--- config.mk ---
export PLATFORM = sky130hd
export DESIGN_NAME = program_image_header_parser_unit
export DESIGN_NICKNAME = d
export VERILOG_FILES = /design/src/sv/pihp_pkg.sv /design/src/sv/pihp_result_fifo.sv /design/src/sv/program_image_header_parser_unit.sv
export SDC_FILE = /design/constraint.sdc
export NUM_CORES = 1
export LEC_CHECK = 0
export BUFFER_PORTS_ARGS = -buffer_cell sky130_fd_sc_hd__buf_2
export CAP_MARGIN = 5
export CORE_ASPECT_RATIO = 0.8
export CORE_MARGIN = 1
export CORE_UTILIZATION = 63
export DETAILED_ROUTE_END_ITERATION = 6
export HOLD_SLACK_MARGIN = 0.05
export PLACE_DENSITY_LB_ADDON = 0.2
export REMOVE_ABC_BUFFERS = 1
export SYNTH_ARGS = -nofsm -noshare
export SYNTH_HDL_FRONTEND = slang
export SYNTH_HIERARCHICAL = 1
export SYNTH_SLANG_ARGS = --single-unit
--- constraint.sdc ---
create_clock -name i_clk -period 7.24 [get_ports i_clk]
set_input_delay 1.448 -clock i_clk [delete_from_list [all_inputs] [get_ports i_clk]]
set_output_delay 1.448 -clock i_clk [all_outputs]
set_load 0.01 [all_outputs]
--- src/sv/pihp_pkg.sv ---
// shared types and constants of the program image header parser
package pihp_pkg;

    // image layout
    localparam int unsigned HDR_BYTES    = 16;
    localparam int unsigned INSTR_BYTES  = 4;
    localparam logic [4:0]  HDR_LAST_POS = 5'(HDR_BYTES - 1);
    localparam logic [1:0]  INSTR_LAST   = 2'(INSTR_BYTES - 1);

    // configuration register indexes
    localparam logic CFG_MAGIC   = 1'b0;
    localparam logic CFG_VERSION = 1'b1;

    // status codes
    localparam logic [2:0] ST_INSTR    = 3'd0;
    localparam logic [2:0] ST_OK       = 3'd1;
    localparam logic [2:0] ST_SHORT    = 3'd2;
    localparam logic [2:0] ST_MAGIC    = 3'd3;
    localparam logic [2:0] ST_VERSION  = 3'd4;
    localparam logic [2:0] ST_HDR_SIZE = 3'd5;
    localparam logic [2:0] ST_ENTRY    = 3'd6;
    localparam logic [2:0] ST_MISMATCH = 3'd7;

    // one input item
    typedef struct packed {
        logic [7:0] byte_value;
        logic       final_byte;
    } t_in_item;

    // one result item
    typedef struct packed {
        logic [7:0]         opcode;
        logic [7:0]         operand_a;
        logic signed [15:0] operand_b;
        logic [2:0]         status;
        logic               end_of_image;
    } t_out_item;

    // up to two result items written to the queue in one cycle
    typedef struct packed {
        logic      valid0;
        t_out_item item0;
        logic      valid1;
        t_out_item item1;
    } t_fifo_wr;

endpackage

--- src/sv/pihp_result_fifo.sv ---
// result queue: takes up to two items a cycle, gives one a cycle on pop
module pihp_result_fifo #(
    parameter int unsigned DEPTH = 4
) (
    input  logic                i_clk,
    input  logic                i_rst_n,
    input  pihp_pkg::t_fifo_wr  i_wr,
    input  logic                i_pop,
    output pihp_pkg::t_out_item o_item,
    output logic                o_valid,
    output logic                o_almost_full
);

    localparam int unsigned PTR_W = $clog2(DEPTH);
    localparam int unsigned CNT_W = $clog2(DEPTH + 1);
    localparam logic [PTR_W-1:0] PTR_LAST = PTR_W'(DEPTH - 1);
    localparam logic [CNT_W-1:0] CNT_HIGH = CNT_W'(DEPTH - 2);

    pihp_pkg::t_out_item r_mem [DEPTH];
    logic [PTR_W-1:0] r_wr_ptr, n_wr_ptr;
    logic [PTR_W-1:0] r_rd_ptr, n_rd_ptr;
    logic [CNT_W-1:0] r_count, n_count;
    logic [PTR_W-1:0] w_wr_ptr1;
    logic             w_pop;

    function automatic logic [PTR_W-1:0] ptr_inc(input logic [PTR_W-1:0] p);
        ptr_inc = (p == PTR_LAST) ? '0 : p + PTR_W'(1);
    endfunction

    assign w_wr_ptr1 = ptr_inc(r_wr_ptr);
    assign w_pop     = i_pop && (r_count != '0);

    // pointer and fill count update
    always_comb begin
        n_wr_ptr = r_wr_ptr;
        n_rd_ptr = r_rd_ptr;
        if (i_wr.valid0 && i_wr.valid1) begin
            n_wr_ptr = ptr_inc(w_wr_ptr1);
        end else if (i_wr.valid0) begin
            n_wr_ptr = w_wr_ptr1;
        end
        if (w_pop) begin
            n_rd_ptr = ptr_inc(r_rd_ptr);
        end
        n_count = r_count + CNT_W'(i_wr.valid0) + CNT_W'(i_wr.valid1) - CNT_W'(w_pop);
    end

    always_ff @(posedge i_clk) begin
        if (!i_rst_n) begin
            r_wr_ptr <= '0;
            r_rd_ptr <= '0;
            r_count  <= '0;
        end else begin
            r_wr_ptr <= n_wr_ptr;
            r_rd_ptr <= n_rd_ptr;
            r_count  <= n_count;
        end
    end

    // storage, second item goes in behind the first
    always_ff @(posedge i_clk) begin
        if (i_wr.valid0) begin
            r_mem[r_wr_ptr] <= i_wr.item0;
        end
        if (i_wr.valid0 && i_wr.valid1) begin
            r_mem[w_wr_ptr1] <= i_wr.item1;
        end
    end

    assign o_item        = r_mem[r_rd_ptr];
    assign o_valid       = (r_count != '0);
    assign o_almost_full = (r_count > CNT_HIGH);

endmodule

--- src/sv/program_image_header_parser_unit.sv ---
// top level of the program image header parser
//
//  channel | direction | handshake                  | payload
//  in      | input     | i_in_valid / o_in_stall    | i_in_item  (byte, final flag)
//  out     | output    | o_out_valid / i_out_stall  | o_out_item (instruction or status)
//  cfg     | input     | i_cfg_valid / o_cfg_ready  | i_cfg_index, i_cfg_data
//
// one byte is taken per cycle while o_in_stall is low; header, record and status
// logic act in the cycle a byte is accepted and its results enter the queue at
// that edge and are offered behind any earlier results; a byte with two results
// (last record byte and final flag) puts both in the queue.
// o_in_stall rises when the queue has fewer than two free entries.
// reset clears all parse state; magic resets to 0 and version to 1.
module program_image_header_parser_unit #(
    parameter int unsigned FIFO_DEPTH = 4
) (
    input  logic                i_clk,
    input  logic                i_rst_n,
    input  logic                i_in_valid,
    input  pihp_pkg::t_in_item  i_in_item,
    output logic                o_in_stall,
    output logic                o_out_valid,
    output pihp_pkg::t_out_item o_out_item,
    input  logic                i_out_stall,
    input  logic                i_cfg_valid,
    input  logic                i_cfg_index,
    input  logic [31:0]         i_cfg_data,
    output logic                o_cfg_ready
);

    logic [31:0]  r_magic;
    logic [15:0]  r_version;
    logic [4:0]   r_hdr_cnt, n_hdr_cnt;
    logic [127:0] r_hdr, n_hdr;
    logic [2:0]   r_fault, n_fault;
    logic [31:0]  r_decl, n_decl;
    logic [31:0]  r_done, n_done;
    logic [23:0]  r_part, n_part;
    logic [1:0]   r_bii, n_bii;
    logic         r_excess, n_excess;

    logic               w_acc;
    logic [7:0]         w_byte;
    logic [127:0]       w_hdr_full;
    logic               w_emit;
    logic [2:0]         w_status;
    pihp_pkg::t_out_item w_instr;
    pihp_pkg::t_out_item w_close;
    pihp_pkg::t_fifo_wr  w_wr;
    logic               w_almost_full;

    assign w_acc       = i_in_valid && !o_in_stall;
    assign w_byte      = i_in_item.byte_value;
    assign o_cfg_ready = 1'b1;
    assign w_hdr_full  = {w_byte, r_hdr[119:0]};

    // configuration registers
    always_ff @(posedge i_clk) begin
        if (!i_rst_n) begin
            r_magic   <= '0;
            r_version <= 16'd1;
        end else if (i_cfg_valid && o_cfg_ready) begin
            unique case (i_cfg_index)
                pihp_pkg::CFG_MAGIC:   r_magic   <= i_cfg_data;
                pihp_pkg::CFG_VERSION: r_version <= i_cfg_data[15:0];
                default: ;
            endcase
        end
    end

    // per-byte parse step
    always_comb begin
        n_hdr_cnt = r_hdr_cnt;
        n_hdr     = r_hdr;
        n_fault   = r_fault;
        n_decl    = r_decl;
        n_done    = r_done;
        n_part    = r_part;
        n_bii     = r_bii;
        n_excess  = r_excess;
        w_emit    = 1'b0;
        w_status  = pihp_pkg::ST_OK;

        w_instr.opcode       = r_part[7:0];
        w_instr.operand_a    = r_part[15:8];
        w_instr.operand_b    = {w_byte, r_part[23:16]};
        w_instr.status       = pihp_pkg::ST_INSTR;
        w_instr.end_of_image = 1'b0;

        if (w_acc) begin
            priority if (!r_hdr_cnt[4]) begin
                // header byte
                n_hdr[{r_hdr_cnt[3:0], 3'b000} +: 8] = w_byte;
                n_hdr_cnt = r_hdr_cnt + 5'd1;
                if (r_hdr_cnt == pihp_pkg::HDR_LAST_POS) begin
                    n_decl = w_hdr_full[95:64];
                    priority if (w_hdr_full[31:0] != r_magic) begin
                        n_fault = pihp_pkg::ST_MAGIC;
                    end else if (w_hdr_full[47:32] != r_version) begin
                        n_fault = pihp_pkg::ST_VERSION;
                    end else if (w_hdr_full[63:48] != 16'(pihp_pkg::HDR_BYTES)) begin
                        n_fault = pihp_pkg::ST_HDR_SIZE;
                    end else if (w_hdr_full[127:96] != 32'd0) begin
                        n_fault = pihp_pkg::ST_ENTRY;
                    end else begin
                        n_fault = pihp_pkg::ST_INSTR;
                    end
                end
            end else if (r_bii != pihp_pkg::INSTR_LAST) begin
                // leading bytes of a record
                n_part[{r_bii, 3'b000} +: 8] = w_byte;
                n_bii = r_bii + 2'd1;
            end else begin
                // closing byte of a record
                n_part = '0;
                n_bii  = '0;
                if (r_fault == pihp_pkg::ST_INSTR) begin
                    if (r_done < r_decl) begin
                        w_emit = 1'b1;
                        n_done = r_done + 32'd1;
                    end else begin
                        n_excess = 1'b1;
                    end
                end
            end

            // closing status and restart on the final byte
            if (i_in_item.final_byte) begin
                priority if (!n_hdr_cnt[4]) begin
                    w_status = pihp_pkg::ST_SHORT;
                end else if (n_fault != pihp_pkg::ST_INSTR) begin
                    w_status = n_fault;
                end else if (n_done != n_decl || n_bii != 2'd0 || n_excess) begin
                    w_status = pihp_pkg::ST_MISMATCH;
                end else begin
                    w_status = pihp_pkg::ST_OK;
                end
                n_hdr_cnt = '0;
                n_hdr     = '0;
                n_fault   = pihp_pkg::ST_INSTR;
                n_decl    = '0;
                n_done    = '0;
                n_part    = '0;
                n_bii     = '0;
                n_excess  = 1'b0;
            end
        end
    end

    // closing status item
    always_comb begin
        w_close.opcode       = '0;
        w_close.operand_a    = '0;
        w_close.operand_b    = '0;
        w_close.status       = w_status;
        w_close.end_of_image = 1'b1;
    end

    // queue writes: instruction first, then status
    always_comb begin
        w_wr.valid0 = w_emit || (w_acc && i_in_item.final_byte);
        w_wr.item0  = w_emit ? w_instr : w_close;
        w_wr.valid1 = w_emit && i_in_item.final_byte;
        w_wr.item1  = w_close;
    end

    always_ff @(posedge i_clk) begin
        if (!i_rst_n) begin
            r_hdr_cnt <= '0;
            r_hdr     <= '0;
            r_fault   <= pihp_pkg::ST_INSTR;
            r_decl    <= '0;
            r_done    <= '0;
            r_part    <= '0;
            r_bii     <= '0;
            r_excess  <= 1'b0;
        end else begin
            r_hdr_cnt <= n_hdr_cnt;
            r_hdr     <= n_hdr;
            r_fault   <= n_fault;
            r_decl    <= n_decl;
            r_done    <= n_done;
            r_part    <= n_part;
            r_bii     <= n_bii;
            r_excess  <= n_excess;
        end
    end

    pihp_result_fifo #(
        .DEPTH (FIFO_DEPTH)
    ) u_fifo (
        .i_clk         (i_clk),
        .i_rst_n       (i_rst_n),
        .i_wr          (w_wr),
        .i_pop         (!i_out_stall),
        .o_item        (o_out_item),
        .o_valid       (o_out_valid),
        .o_almost_full (w_almost_full)
    );

    assign o_in_stall = w_almost_full;

endmodule

==> qor.txt <==
Status: complete, no violations
Switching share of power: 0.2712
Final Setup Violations: 0
Clk_skew: 0.01640 ns
Startpoint types: register
CTS tree: built
Detail Placement HPWL: 37.46 mm
Highest Clock Rate: 198.3 MHz
Worst skew pair latency: 0.56 ns
# IOs: 86
First-pass DRT Iterations: 6
Number of synthesized register bits: 420
Initial Utilization: 0.6454
Clock Tree Buf Depth: 3
Unrepaired setup endpoints after global routing: false
Int Power: 4.158 mW
Per-cell routed wire length: 20.27 um
Antenna violation net count after detailed routing: 0
Highest-delay cell along the critical path: nor4b_1
Root buffer cell: clkbuf_16
Top FF cell, synth: dfxtp_1
First-pass GRT wire length: 91.84 mm
Synth top area share: 0.2529
Port bufs: 84
Worst Hold Class: reg2reg
Comb pwr share: 0.153
Crit Path Category: reg2reg
Ys async rst share: 0
Slew Limit Headroom: 0.1632
Number of cell rows: 60
Crit end category: register
Synth warnings: 6
Fin. Hold Viols: 0
Layout cells sized above 1: 0.1584
Top area cells in the synthesized netlist: dfxtp_1, edfxtp_1, mux2_2
Syn Area/Cell: 9.896 um^2
Critical-path maximum fanout: 7
Period utilization: 0.6965
Final net count: 2453
Met1 GRT Util: 0.4687
Met2 Use GR: 0.5121
CP peak stage delay: 0.84 ns
Sequential-to-total area share from yosys stat: 0.4508
Tot Pwr: 5.705 mW
Grt met3 use: 0.05362
Core footprint: 33860 um^2
Count of max-cap constraint violations: 0
Die ar.: 35440 um^2
Pin count of the biggest net entering global routing: 114
Tmin final: 5.043 ns
Psw: 1.547 mW
GRT overflow: 0
# fillers: 2537
Mapped Cells: 2208
Initial antenna violation count: 0
Routability cong.: 0.9918
Sequential Power Share: 0.447
Die extent in y: 168.6 um
Worst Path Arrival: 5.35 ns
CP required: 7.54 ns
Synth unique cells: 75
Hold buffers post-CTS: 0
ANT cells: 0
Slew Viols, Final: 0
GRT Max-Usage Layer: met2
Crit-path cells: ha_1 -> nor4b_1 -> nand2_1 -> nor3_1 -> nor4b_1 -> xnor2_1 -> nand4b_1 -> or4_4 -> nor4_4 -> a21oi_1 -> mux2_2
Pleak: 8.823 nW
Max IR drop VDD: 0.2751 mV
CTS buffer count: 43
Yosys top cell by area: dfxtp_1
Total Wirelength: 57.81 mm
Worst slew pin tran: 1.244 ns
Clock sink total: 420
Die W: 210.2 um
Synthesis-to-layout area growth: 11.57%
Mapped Area: 21850 um^2
Setup Buffers After CTS: 0
Post-synth EDFFs: 144
Vias in the first global route: 16.76k
Clock group share of total power: 0.400
First DRT Iteration DRCs: 2043
GRT Total Usage: 0.3273
Post-CTS Resized: 0
Pwr Density: 234.0 nW/um^2
Residual DRC count: 0
Final TNS setup: 0 ns
Most used cell, CP: nor4b_1
H-tree levels: 2
Total via count in the routed design: 17.55k
Vias/cell: 6.155
Clk slew on worst S/H paths: 0.06 ns
final cells by class:
type | count | area (um^2) | area share
clock buffer | 58 | 1192 | 0.04891
tap | 465 | 581.8 | 0.02386
inverter | 53 | 198.9 | 0.008160
sequential | 420 | 9851 | 0.4041
clock inverter | 19 | 241.5 | 0.009905
timing repair buffer | 111 | 629.4 | 0.02581
multi-input combinational | 1726 | 11690 | 0.4793
cell usage after synthesis, types with 17 or more instances:
library cell / number
nor2b_1: 129
dfxtp_1: 276
inv_1: 53
clkbuf_1: 101
a31oi_1: 17
nand4_1: 29
and2_1: 27
edfxtp_1: 144
mux4_2: 36
ha_1: 49
o21ai_0: 67
nor2_1: 92
nor4_1: 25
mux2_2: 141
nand3_1: 104
nor3_1: 50
a21boi_0: 134
a22oi_1: 88
nand2_1: 267
xnor2_1: 93
a21oi_1: 75
and3_1: 39
layer usage:
metal / up-vias / share of wire
li1: 8090 / -
met4: 0 / 0.024
met2: 857 / 0.46
met3: 129 / 0.089
met1: 8478 / 0.43
met5: - / 0
stage by stage:
step	hold WS (ns)	cell area, um^2	instances	utilization	worst slack, ns
4_1_cts	0.4662	24380	2852	0.7201	2.355
5_1_grt	0.4812	24380	2852	0.7201	1.878
2_1_floorplan	0.4361	21720	2199	-	0.5255
3_3_place_gp	0.4471	22950	2775	0.6777	2.329
3_5_place_dp	0.4579	22950	2775	0.6777	2.288
6_report	0.4679	24380	2852	0.7201	2.197
power by group through the flow:
stage	logic, mW	registers, mW	clock network (mW)
floorplan	0.493	2.63	0
global placement	0.846	2.60	0
detailed placement	0.856	2.60	0
CTS	0.864	2.55	2.31
global route	0.942	2.55	2.39
finish	0.872	2.55	2.28
cells in the final DEF, fill, tap and decap left out, types with 43 or more instances in the layout:
| master | count |
|---|---|
| inv_1 | 53 |
| xnor2_1 | 93 |
| a21boi_0 | 134 |
| a22oi_1 | 88 |
| clkbuf_16 | 43 |
| nor3_1 | 50 |
| mux2_2 | 141 |
| nor2_1 | 91 |
| dfxtp_1 | 275 |
| conb_1 | 133 |
| a21oi_1 | 75 |
| buf_2 | 83 |
| nand3_1 | 104 |
| edfxtp_1 | 144 |
| o21ai_0 | 66 |
| ha_1 | 49 |
| nand2_1 | 267 |
| nor2b_1 | 127 |
worst max-delay path, delay by kind of cell (launching register included):
| family | cells | cell delay (ns) |
|---|---|---|
| xor+xnor | 1 | 0.18 |
| simple gates | 7 | 3.37 |
| mux | 1 | 0.31 |
| flops | 1 | 0.45 |
| compound gates | 1 | 0.22 |
| fa+ha+maj | 1 | 0.26 |
worst paths after layout:
check | cells after the start | slack (ns) | to | startpoint
setup / recovery | 11 | 2.20 | u_fifo/r_mem[0][2] | r_bii[0]
hold / removal | 2 | 0.47 | r_part[17] | r_part[17]
setup reg to reg | 11 | 2.20 | u_fifo/r_mem[0][2] | r_bii[0]
hold reg to reg | 2 | 0.47 | r_part[17] | r_part[17]
cells by family (layout without fill, tap and decap cells):
logic type / count (synthesis) / after routing / share of synthesized area
xor gates and xnor gates: 104 / 104 / 0.04169
muxes: 192 / 192 / 0.1174
and+or+nand+nor: 826 / 826 / 0.1938
adders and majority gates: 51 / 51 / 0.02989
DFF: 420 / 420 / 0.4508
buffers and inverters: 193 / 241 / 0.03779
AOI/OAI and AO/OA: 420 / 420 / 0.1284
other: 2 / 133 / 0.0003437
state kept, by name, summed over array words and instances, names as in the netlist, named ones only:
signal / flops
u_fifo/r_mem: 144
r_hdr: 120
r_decl: 32
r_done: 32
r_magic: 32
r_part: 24
r_version: 16
r_hdr_cnt: 5
r_fault: 3
u_fifo/r_count: 3
r_bii: 2
u_fifo/r_rd_ptr: 2
u_fifo/r_wr_ptr: 2
r_excess: 1
No activity file was read; power rests on OpenSTA's default activity.
